--- src/sv/sorted_priority_queue_defines.svh ---
// Assertion macros shared by the sorted priority queue RTL.
`ifndef SORTED_PRIORITY_QUEUE_DEFINES_SVH
`define SORTED_PRIORITY_QUEUE_DEFINES_SVH

// Same-cycle implication, checked out of reset.
`define SPQ_ASSERT_NOW(label, ante, cons) \
  label: assert property (@(posedge clk_i) disable iff (!rst_ni) (ante) |-> (cons)) \
    else $error("sorted_priority_queue: same-cycle check failed");

// Next-cycle implication, checked out of reset.
`define SPQ_ASSERT_NEXT(label, ante, cons) \
  label: assert property (@(posedge clk_i) disable iff (!rst_ni) (ante) |=> (cons)) \
    else $error("sorted_priority_queue: next-cycle check failed");

`endif

--- src/sv/spq_pkg.sv ---
// Shared types and constants of the sorted priority queue.
`timescale 1ns / 1ps
package spq_pkg;

  localparam int unsigned QueueDepthDefault = 16;

  typedef enum logic {
    CMD_PUSH = 1'b0,
    CMD_POP  = 1'b1
  } cmd_e;

  typedef enum logic [1:0] {
    STATUS_OK    = 2'd0,
    STATUS_FULL  = 2'd1,
    STATUS_EMPTY = 2'd2
  } status_e;

  typedef struct packed {
    cmd_e               command;
    logic signed [31:0] value;
    logic [7:0]         priority_req;
  } req_t;

  typedef struct packed {
    logic signed [31:0] head_value;
    logic               head_valid;
    logic [4:0]         entry_count;
    status_e            status;
  } rsp_t;

  typedef struct packed {
    logic               used;
    logic [7:0]         prio;
    logic signed [31:0] value;
  } slot_t;

  typedef struct packed {
    logic               push;
    logic               pop;
    logic [7:0]         prio;
    logic signed [31:0] value;
  } ctrl_t;

endpackage

--- src/sv/spq_cell.sv ---
// One slot of the sorted queue chain: compare, hold, insert or shift.
`timescale 1ns / 1ps
module spq_cell (
  input  logic          clk_i,
  input  logic          rst_ni,
  input  spq_pkg::ctrl_t ctrl_i,
  input  spq_pkg::slot_t left_i,
  input  logic          left_keep_i,
  input  spq_pkg::slot_t right_i,
  output spq_pkg::slot_t slot_o,
  output logic          keep_o
);

  logic               used_q;
  logic [7:0]         prio_q;
  logic signed [31:0] value_q;
  spq_pkg::slot_t     slot_cur;
  spq_pkg::slot_t     slot_d;

  assign slot_cur = '{used: used_q, prio: prio_q, value: value_q};

  assign keep_o = used_q && (prio_q <= ctrl_i.prio);

  always_comb begin
    slot_d = slot_cur;
    if (ctrl_i.push) begin
      if (keep_o) begin
        slot_d = slot_cur;
      end else if (left_keep_i) begin
        slot_d.used  = 1'b1;
        slot_d.prio  = ctrl_i.prio;
        slot_d.value = ctrl_i.value;
      end else begin
        slot_d = left_i;
      end
    end else if (ctrl_i.pop) begin
      slot_d = right_i;
    end
  end

  always_ff @(posedge clk_i or negedge rst_ni) begin
    if (!rst_ni) begin
      used_q <= 1'b0;
    end else begin
      used_q <= slot_d.used;
    end
  end

  always_ff @(posedge clk_i) begin
    prio_q  <= slot_d.prio;
    value_q <= slot_d.value;
  end

  assign slot_o = slot_cur;

endmodule

--- src/sv/sorted_priority_queue.sv ---
// Top level of the sorted priority queue: cell chain, count and result register.
`timescale 1ns / 1ps
// Usage
//   Command channel: drive req_i and raise start_i; the transaction is taken at
//   the rising edge where start_i is high and busy_o is low. busy_o stays low,
//   so one push or pop is taken every cycle.
//   Result channel: result_valid_o pulses for one cycle, in the cycle after the
//   accepting edge, with result_o describing the queue after that command:
//   head value (zero when empty), head valid, entry count and status.
//   Throughput is one command per cycle: every cell of the chain compares its
//   priority with the request in the same cycle and holds, takes the new
//   entry, or takes a neighbor's entry.
//   A push on a full queue and a pop on an empty queue leave the queue as it
//   was and report the matching status.
//   Equal priorities leave in arrival order.
//   The receiver cannot stall; results are shown for exactly one cycle.
//   Reset empties the queue at once; entry contents are not cleared.
`include "sorted_priority_queue_defines.svh"
module sorted_priority_queue #(
  parameter int unsigned QUEUE_DEPTH = spq_pkg::QueueDepthDefault
) (
  input  logic          clk_i,
  input  logic          rst_ni,
  input  logic          start_i,
  output logic          busy_o,
  input  spq_pkg::req_t req_i,
  output logic          result_valid_o,
  output spq_pkg::rsp_t result_o
);

  localparam int unsigned CntW = $clog2(QUEUE_DEPTH + 1);

  logic [CntW-1:0]  cnt_q, cnt_d;
  logic             res_valid_q;
  spq_pkg::status_e status_q, status_d;

  logic           accept;
  logic           full;
  logic           empty;
  logic           push_full;
  logic           pop_empty;
  spq_pkg::ctrl_t ctrl;

  spq_pkg::slot_t slots [QUEUE_DEPTH+1];
  logic           keeps [QUEUE_DEPTH];
  spq_pkg::slot_t left_edge;
  spq_pkg::slot_t right_edge;

  assign busy_o = 1'b0;
  assign accept = start_i && !busy_o;
  assign full   = (cnt_q == CntW'(QUEUE_DEPTH));
  assign empty  = (cnt_q == '0);

  assign push_full = accept && (req_i.command == spq_pkg::CMD_PUSH) && full;
  assign pop_empty = accept && (req_i.command == spq_pkg::CMD_POP) && empty;

  assign ctrl.push  = accept && (req_i.command == spq_pkg::CMD_PUSH) && !full;
  assign ctrl.pop   = accept && (req_i.command == spq_pkg::CMD_POP) && !empty;
  assign ctrl.prio  = req_i.priority_req;
  assign ctrl.value = req_i.value;

  assign left_edge  = '{used: 1'b1, prio: '0, value: '0};
  assign right_edge = '{used: 1'b0, prio: '0, value: '0};

  for (genvar i = 0; i < QUEUE_DEPTH; i++) begin : g_cell
    spq_cell u_cell (
      .clk_i       (clk_i),
      .rst_ni      (rst_ni),
      .ctrl_i      (ctrl),
      .left_i      ((i == 0) ? left_edge : slots[(i == 0) ? 0 : i-1]),
      .left_keep_i ((i == 0) ? 1'b1 : keeps[(i == 0) ? 0 : i-1]),
      .right_i     ((i == QUEUE_DEPTH-1) ? right_edge : slots[i+1]),
      .slot_o      (slots[i]),
      .keep_o      (keeps[i])
    );
  end
  assign slots[QUEUE_DEPTH] = right_edge;

  always_comb begin
    cnt_d    = cnt_q;
    status_d = spq_pkg::STATUS_OK;
    if (ctrl.push) begin
      cnt_d = cnt_q + 1'b1;
    end else if (ctrl.pop) begin
      cnt_d = cnt_q - 1'b1;
    end
    if (push_full) begin
      status_d = spq_pkg::STATUS_FULL;
    end else if (pop_empty) begin
      status_d = spq_pkg::STATUS_EMPTY;
    end
  end

  always_ff @(posedge clk_i or negedge rst_ni) begin
    if (!rst_ni) begin
      cnt_q       <= '0;
      res_valid_q <= 1'b0;
      status_q    <= spq_pkg::STATUS_OK;
    end else begin
      cnt_q       <= cnt_d;
      res_valid_q <= accept;
      if (accept) begin
        status_q <= status_d;
      end
    end
  end

  assign result_valid_o         = res_valid_q;
  assign result_o.head_valid    = slots[0].used;
  assign result_o.head_value    = slots[0].used ? slots[0].value : '0;
  assign result_o.entry_count   = 5'(cnt_q);
  assign result_o.status        = status_q;

  `SPQ_ASSERT_NOW(a_cnt_bound, 1'b1, cnt_q <= CntW'(QUEUE_DEPTH))
  `SPQ_ASSERT_NOW(a_head_matches_cnt, 1'b1, slots[0].used == (cnt_q != '0))
  `SPQ_ASSERT_NEXT(a_result_follows, accept, res_valid_q)
  `SPQ_ASSERT_NEXT(a_full_push, push_full, status_q == spq_pkg::STATUS_FULL && $stable(cnt_q))

endmodule
--- config.mk ---
export PLATFORM = sky130hd
export DESIGN_NAME = sorted_priority_queue
export DESIGN_NICKNAME = d
export VERILOG_FILES = /design/src/sv/spq_pkg.sv /design/src/sv/spq_cell.sv /design/src/sv/sorted_priority_queue.sv
export VERILOG_INCLUDE_DIRS = /design/src /design/src/sv
export SDC_FILE = /design/constraint.sdc
export NUM_CORES = 2
export LEC_CHECK = 0
export ABC_CLOCK_PERIOD_IN_PS = 8000
export BUFFER_PORTS_ARGS = -buffer_cell sky130_fd_sc_hd__buf_4
export CAP_MARGIN = 20
export CORE_AREA = 2 2 295 297
export DETAILED_ROUTE_END_ITERATION = 6
export DIE_AREA = 0 0 297 299
export GPL_ROUTABILITY_DRIVEN = 0
export SLEW_MARGIN = 30
export SYNTH_ARGS = -nofsm -noshare
export SYNTH_HDL_FRONTEND = slang
export SYNTH_HIERARCHICAL = 1
export SYNTH_SLANG_ARGS = --single-unit
--- constraint.sdc ---
create_clock -name clk_i -period 8 [get_ports clk_i]
set_input_delay 0 -clock clk_i [delete_from_list [all_inputs] [get_ports clk_i]]
set_output_delay 0 -clock clk_i [all_outputs]
set_load 0.03 [all_outputs]
# Word level (Yosys, flattened, before mapping)
# Index checks and enable logic that the tools add are counted.
dict set report totals {
  register_bits 664
  elab_cells 197
  input_bits 44
}
dict set report op_classes {
  n_eq_ne 17
  bitwise_logic 1
  muxes 68
  magnitude_cmp 16
  n_reduce_logical 42
  add_sub_neg 2
}
# cell n
set ops {}
lappend ops {{$mux 41} 63}
lappend ops {{$le 8x8->1} 16}
lappend ops {{$mux 32} 1}
lappend ops {{$ne 2x2->1 const B} 16}
lappend ops {{$reduce_and 2->1} 16}
lappend ops {{$logic_and 1x1->1} 22}
lappend ops {{$mux 5} 2}
lappend ops {{$add 5x1->5 const B} 1}
lappend ops {{$eq 5x5->1 const B} 1}
lappend ops {{$logic_not 5->1} 1}
lappend ops {{$sub 5x1->5 const B} 1}
lappend ops {{$mux 2} 2}
lappend ops {{$logic_not 1->1} 2}
lappend ops {{$reduce_bool 2->1} 1}
lappend ops {{$not 1->1} 1}

# Logic depth before layout (Yosys ltp)
dict set report logic_depth {
  word_depth 5
  ltp_mapped 10
  mapped_depth_nobuf 9
}

# Hierarchy
# Netlist, hierarchy kept.
# mod n_inst cells_each area_each_um2 seq_area_each_um2
set modules_own_cells {}
lappend modules_own_cells {spq_cell 16 210 2299.7 1226.2}
lappend modules_own_cells {sorted_priority_queue 1 83 708.2 200.2}

# Worst setup path before layout
# Ideal clock, no wire load.
dict set report synth_timing {
  kind {flip-flop to flip-flop}
  from {reg cnt_q[0]}
  to {reg g_cell[0].u_cell.prio_q[0] (enable)}
  arrival_ps 4432
  stages_incl_launch_ff 6
  slack_ps 3118
  setup_ps 451
  synth_period_minus_slack_ps 4882
  required_time_ps 7549
  path_buffers 0
  path_cell_list {dfrtp_1 or4_1 nor2_1 nor2_1 nor2_1 a21oi_1}
}
# element line
set synth_rtl {}
lappend synth_rtl {{from (decl)} sorted_priority_queue.sv:33} ;# logic [CntW-1:0] cnt_q, cnt_d;
lappend synth_rtl {{from (signal assigned)} sorted_priority_queue.sv:100} ;# cnt_q <= cnt_d;
lappend synth_rtl {{to (signal assigned)} spq_cell.sv:50} ;# prio_q <= slot_d.prio;
lappend synth_rtl {{to (decl)} spq_cell.sv:15} ;# logic [7:0] prio_q;

==> results by group <==
Placement
  • Detailed Place HPWL: approximately 57,000 um
  • DP Area: 39,300 um^2
  • Port-buffer cells: 84

Drt
  • Post-Route WL: 83,400 um
  • Drt via density: 5.20
  • Via count: 24,600
  • DRT iter0 DRCs: 1,821
  • WL/cell: 17.6 um
  • Residual DRC count: 0
  • DRT Pass-1 Iters: 5
  • Antenna-violating nets left: 0

Synth
  • Main synth FF type: edfxtp_1
  • Netlist cell types: 36
  • Synthesized area per cell: between 10 and 15 um^2
  • Synth area leaders: edfxtp_1, mux2i_1, a21oi_1
  • Post-synth top area share: 0.512
  • Register area share after synthesis: 0.528
  • Syn Std Cell Area: 37,500 um^2
  • Top cells by count, synth: a21oi_1, nor2_1, mux2i_1
  • Count leader, synth: a21oi_1
  • Post-synth EDFFs: 640
  • Cells after Synth: 3,443
  • Post-synth top area cell: edfxtp_1
  • Fraction of registers with async set/reset: 0.0361
  • Count of yosys warnings during synthesis: 6
  • Synth Register Bits: 664

Clock network
  • Clk Latency, worst-skew pair: between 0.6 and 0.7 ns
  • H-tree lvl count: 3
  • Post-CTS Setup Bufs: 0
  • Worst-path clk slew: 0.06 ns
  • Num CTS Buffers: 75
  • CTS tree: yes
  • # resized after CTS: 0
  • Clock sink total: 664
  • CTS root buf: clkbuf_16
  • Clock buffer depth: 3

Timing
  • Final hold violations: 0
  • Hold Worst Slack: 0.0377 ns
  • Setup violations, final: 0
  • Achievable Freq: 265 MHz
  • Period utilization: 0.473
  • Fin Clk Skew: 0.0248 ns
  • Fin. max-slew vios: 0
  • Relative slew slack: 0.422
  • TNS Setup: 0 ns
  • Crit path time final: 3.78 ns
  • RSZ-0062 raised after global routing: false
  • Slew @ Worst Pin: 0.866 ns

Layout
  • Layout area overhead: 11.9%
  • Final Instance Area: 42,000 um^2
  • Nets: 3,698
  • Layout cells sized above 1: 0.0741

Job
  • Max cap viols: 0

Pwr
  • Clock power share: 0.256
  • Seq pwr share: 0.419
  • Sw Pwr: 4.34 mW
  • Int Power: 8.49 mW
  • Leakage: 16.1 nW
  • Peak supply drop: 0.225 mV
  • Power per cell area: between 300 and 400 nW/um^2
  • Sw Share: 0.338
  • Logic gate share of total power: 0.325

Worst setup path
  • End of the worst register-to-register path: g_cell[5].u_cell/value_q[31]
  • Worst reg2reg path depth: 8
  • Startpoint types: flop
  • FF-to-FF Start: cnt_q[0]
  • Reg-to-reg slack, setup: 4.22 ns
  • Setup Crit Path Kind: flop to flop
  • Nature of the critical path endpoint: flop
  • Crit-path max FO: around 200
  • Worst Path Required: 8.32 ns
  • Crit path DAT: 4.10 ns

GRT
  • Initial antenna violation count: 1
  • First-pass GRT wire length: 135,000 um
  • Gr usage total: 0.185
  • Largest net degree at the start of global routing: 271
  • Vias in the first global route: 23,800
  • GRT overflow: 0

Floorplanning
  • Core ar.: 85,900 um^2
  • Starting Density: 0.436
  • Core Rows: between 100 and 150
  • Die width: 297 um
  • IO Pins: 86
  • Die H: 299 um
  • Die area: approximately 90,000 um^2

Min path
  • Critical hold path startpoint: req_i[4]
  • Hold Path End: g_cell[14].u_cell/prio_q[4]
  • Hold Path Class: input port to flop
  • Hold Path Cell Cnt: 3

Outcome
  • Status: finished clean
-- power by group through the flow --
stage	sequential, mW	clock [mW]	combinational (mW)
after detailed placement	5.42	0	4.20
final	5.37	3.28	4.17
after floorplan	5.26	0	3.34
after CTS	5.37	3.36	4.20
after global placement	5.41	0	4.12
after global routing	5.46	3.48	4.62
-- metrics by stage --
stage | std cells | power (mW) | worst slack (ns) | utilization
4_1_cts | 4727 | 12.9 | 4.40 | 0.488
5_1_grt | 4730 | 13.6 | 3.99 | 0.488
3_3_place_gp | 4561 | 9.53 | 4.52 | 0.457
2_1_floorplan | 3525 | 8.61 | 3.12 | -
3_5_place_dp | 4561 | 9.62 | 4.40 | 0.457
6_report | 4730 | 12.8 | 4.22 | 0.488
-- cells by family (layout without fill, tap and decap cells) --
| kind of cell | count (synthesis) | in the layout | synth area share |
|---|---|---|---|
| muxes | 659 | 659 | 0.176 |
| and+or+nand+nor | 799 | 799 | 0.0903 |
| buffers and inverters | 375 | 424 | 0.0472 |
| AOI/OAI and AO/OA | 808 | 808 | 0.113 |
| DFF | 664 | 664 | 0.528 |
| other | 2 | 85 | 0.000200 |
| xor gates and xnor gates | 4 | 4 | 0.000934 |
| adders and majority gates | 132 | 132 | 0.0442 |
-- registers in the layout, indices dropped and copies added, names as in the netlist --
| register | flops |
|---|---|
| cnt_q | 5 |
| g_cell.u_cell/prio_q | 128 |
| g_cell.u_cell/used_q | 16 |
| g_cell.u_cell/value_q | 512 |
| result_valid_o | 1 |
| status_q | 2 |
-- worst max path at each step --
stage                        start                      endpoint  slack, ns  cells after the start
after global placement    cnt_q[0]  g_cell[5].u_cell/value_q[26]       4.52                      8
after floorplan           cnt_q[0]    g_cell[0].u_cell/prio_q[0]       3.12                      5
after detailed placement  cnt_q[0]  g_cell[5].u_cell/value_q[30]       4.40                      7
after CTS                 cnt_q[0]  g_cell[5].u_cell/value_q[30]       4.40                      7
after global routing      cnt_q[0]   g_cell[5].u_cell/value_q[0]       3.99                      8
final                     cnt_q[0]  g_cell[5].u_cell/value_q[31]       4.22                      8
-- routing by layer --
metal | up-vias | GRT usage | wire, um
met5 | - | 0 | 0
met4 | 0 | 0.0467 | 1320
met3 | 94 | 0.0230 | 3270
met2 | 443 | 0.267 | 34300
met1 | 11400 | 0.292 | 44500
li1 | 12700 | - | -
-- cells in the final DEF (no fill, tap or decap), drive strengths merged --
cell type and n:
ha 131, clkinv 30, mux2i 657, or4 1
nor2 676, o211ai 16, conb 84, clkbuf 91
dfrtp 24, edfxtp 640, inv 135, o22ai 1
nand3 16, o32a 1, a31o 1, fa 1
diode 1, nand4 32, nand2 5, o21ai 32
nand2b 2, dlygate4sd3 36, nor3b 17, nor4 1
mux2 2, bufinv 4, xor2 2, buf 128
nor2b 17, o32ai 1, xnor2 2, and2 32
a211oi 16, a21o 34, a21oi 706
-- layout make-up --
class | count | area (um^2)
fillers | 7913 | 44000
flip-flops and latches | 664 | 19800
multi-input cells | 2486 | 16500
clock buffers | 91 | 1980
well taps | 1155 | 1450
repair buffers | 164 | 1430
inverters | 131 | 499
clock inverters | 38 | 305
diodes | 1 | 2.50
-- worst max-delay path, cell delays in order (launching register included) --
cell and delay [ns]:
dfrtp_1 0.47, nor4_2 0.12, nand2_1 0.11, nand2b_1 0.23, inv_8 0.51, buf_12 0.32, buf_16 0.52, buf_4 0.75
a21oi_1 0.16
-- repair_timing --
item / in CTS / in global routing
hold endpoints to repair: 479 / 0
hold buffers: 37 / 0
endpoints found under the setup margin: 0 / 0
No activity file was read; power rests on OpenSTA's default activity.
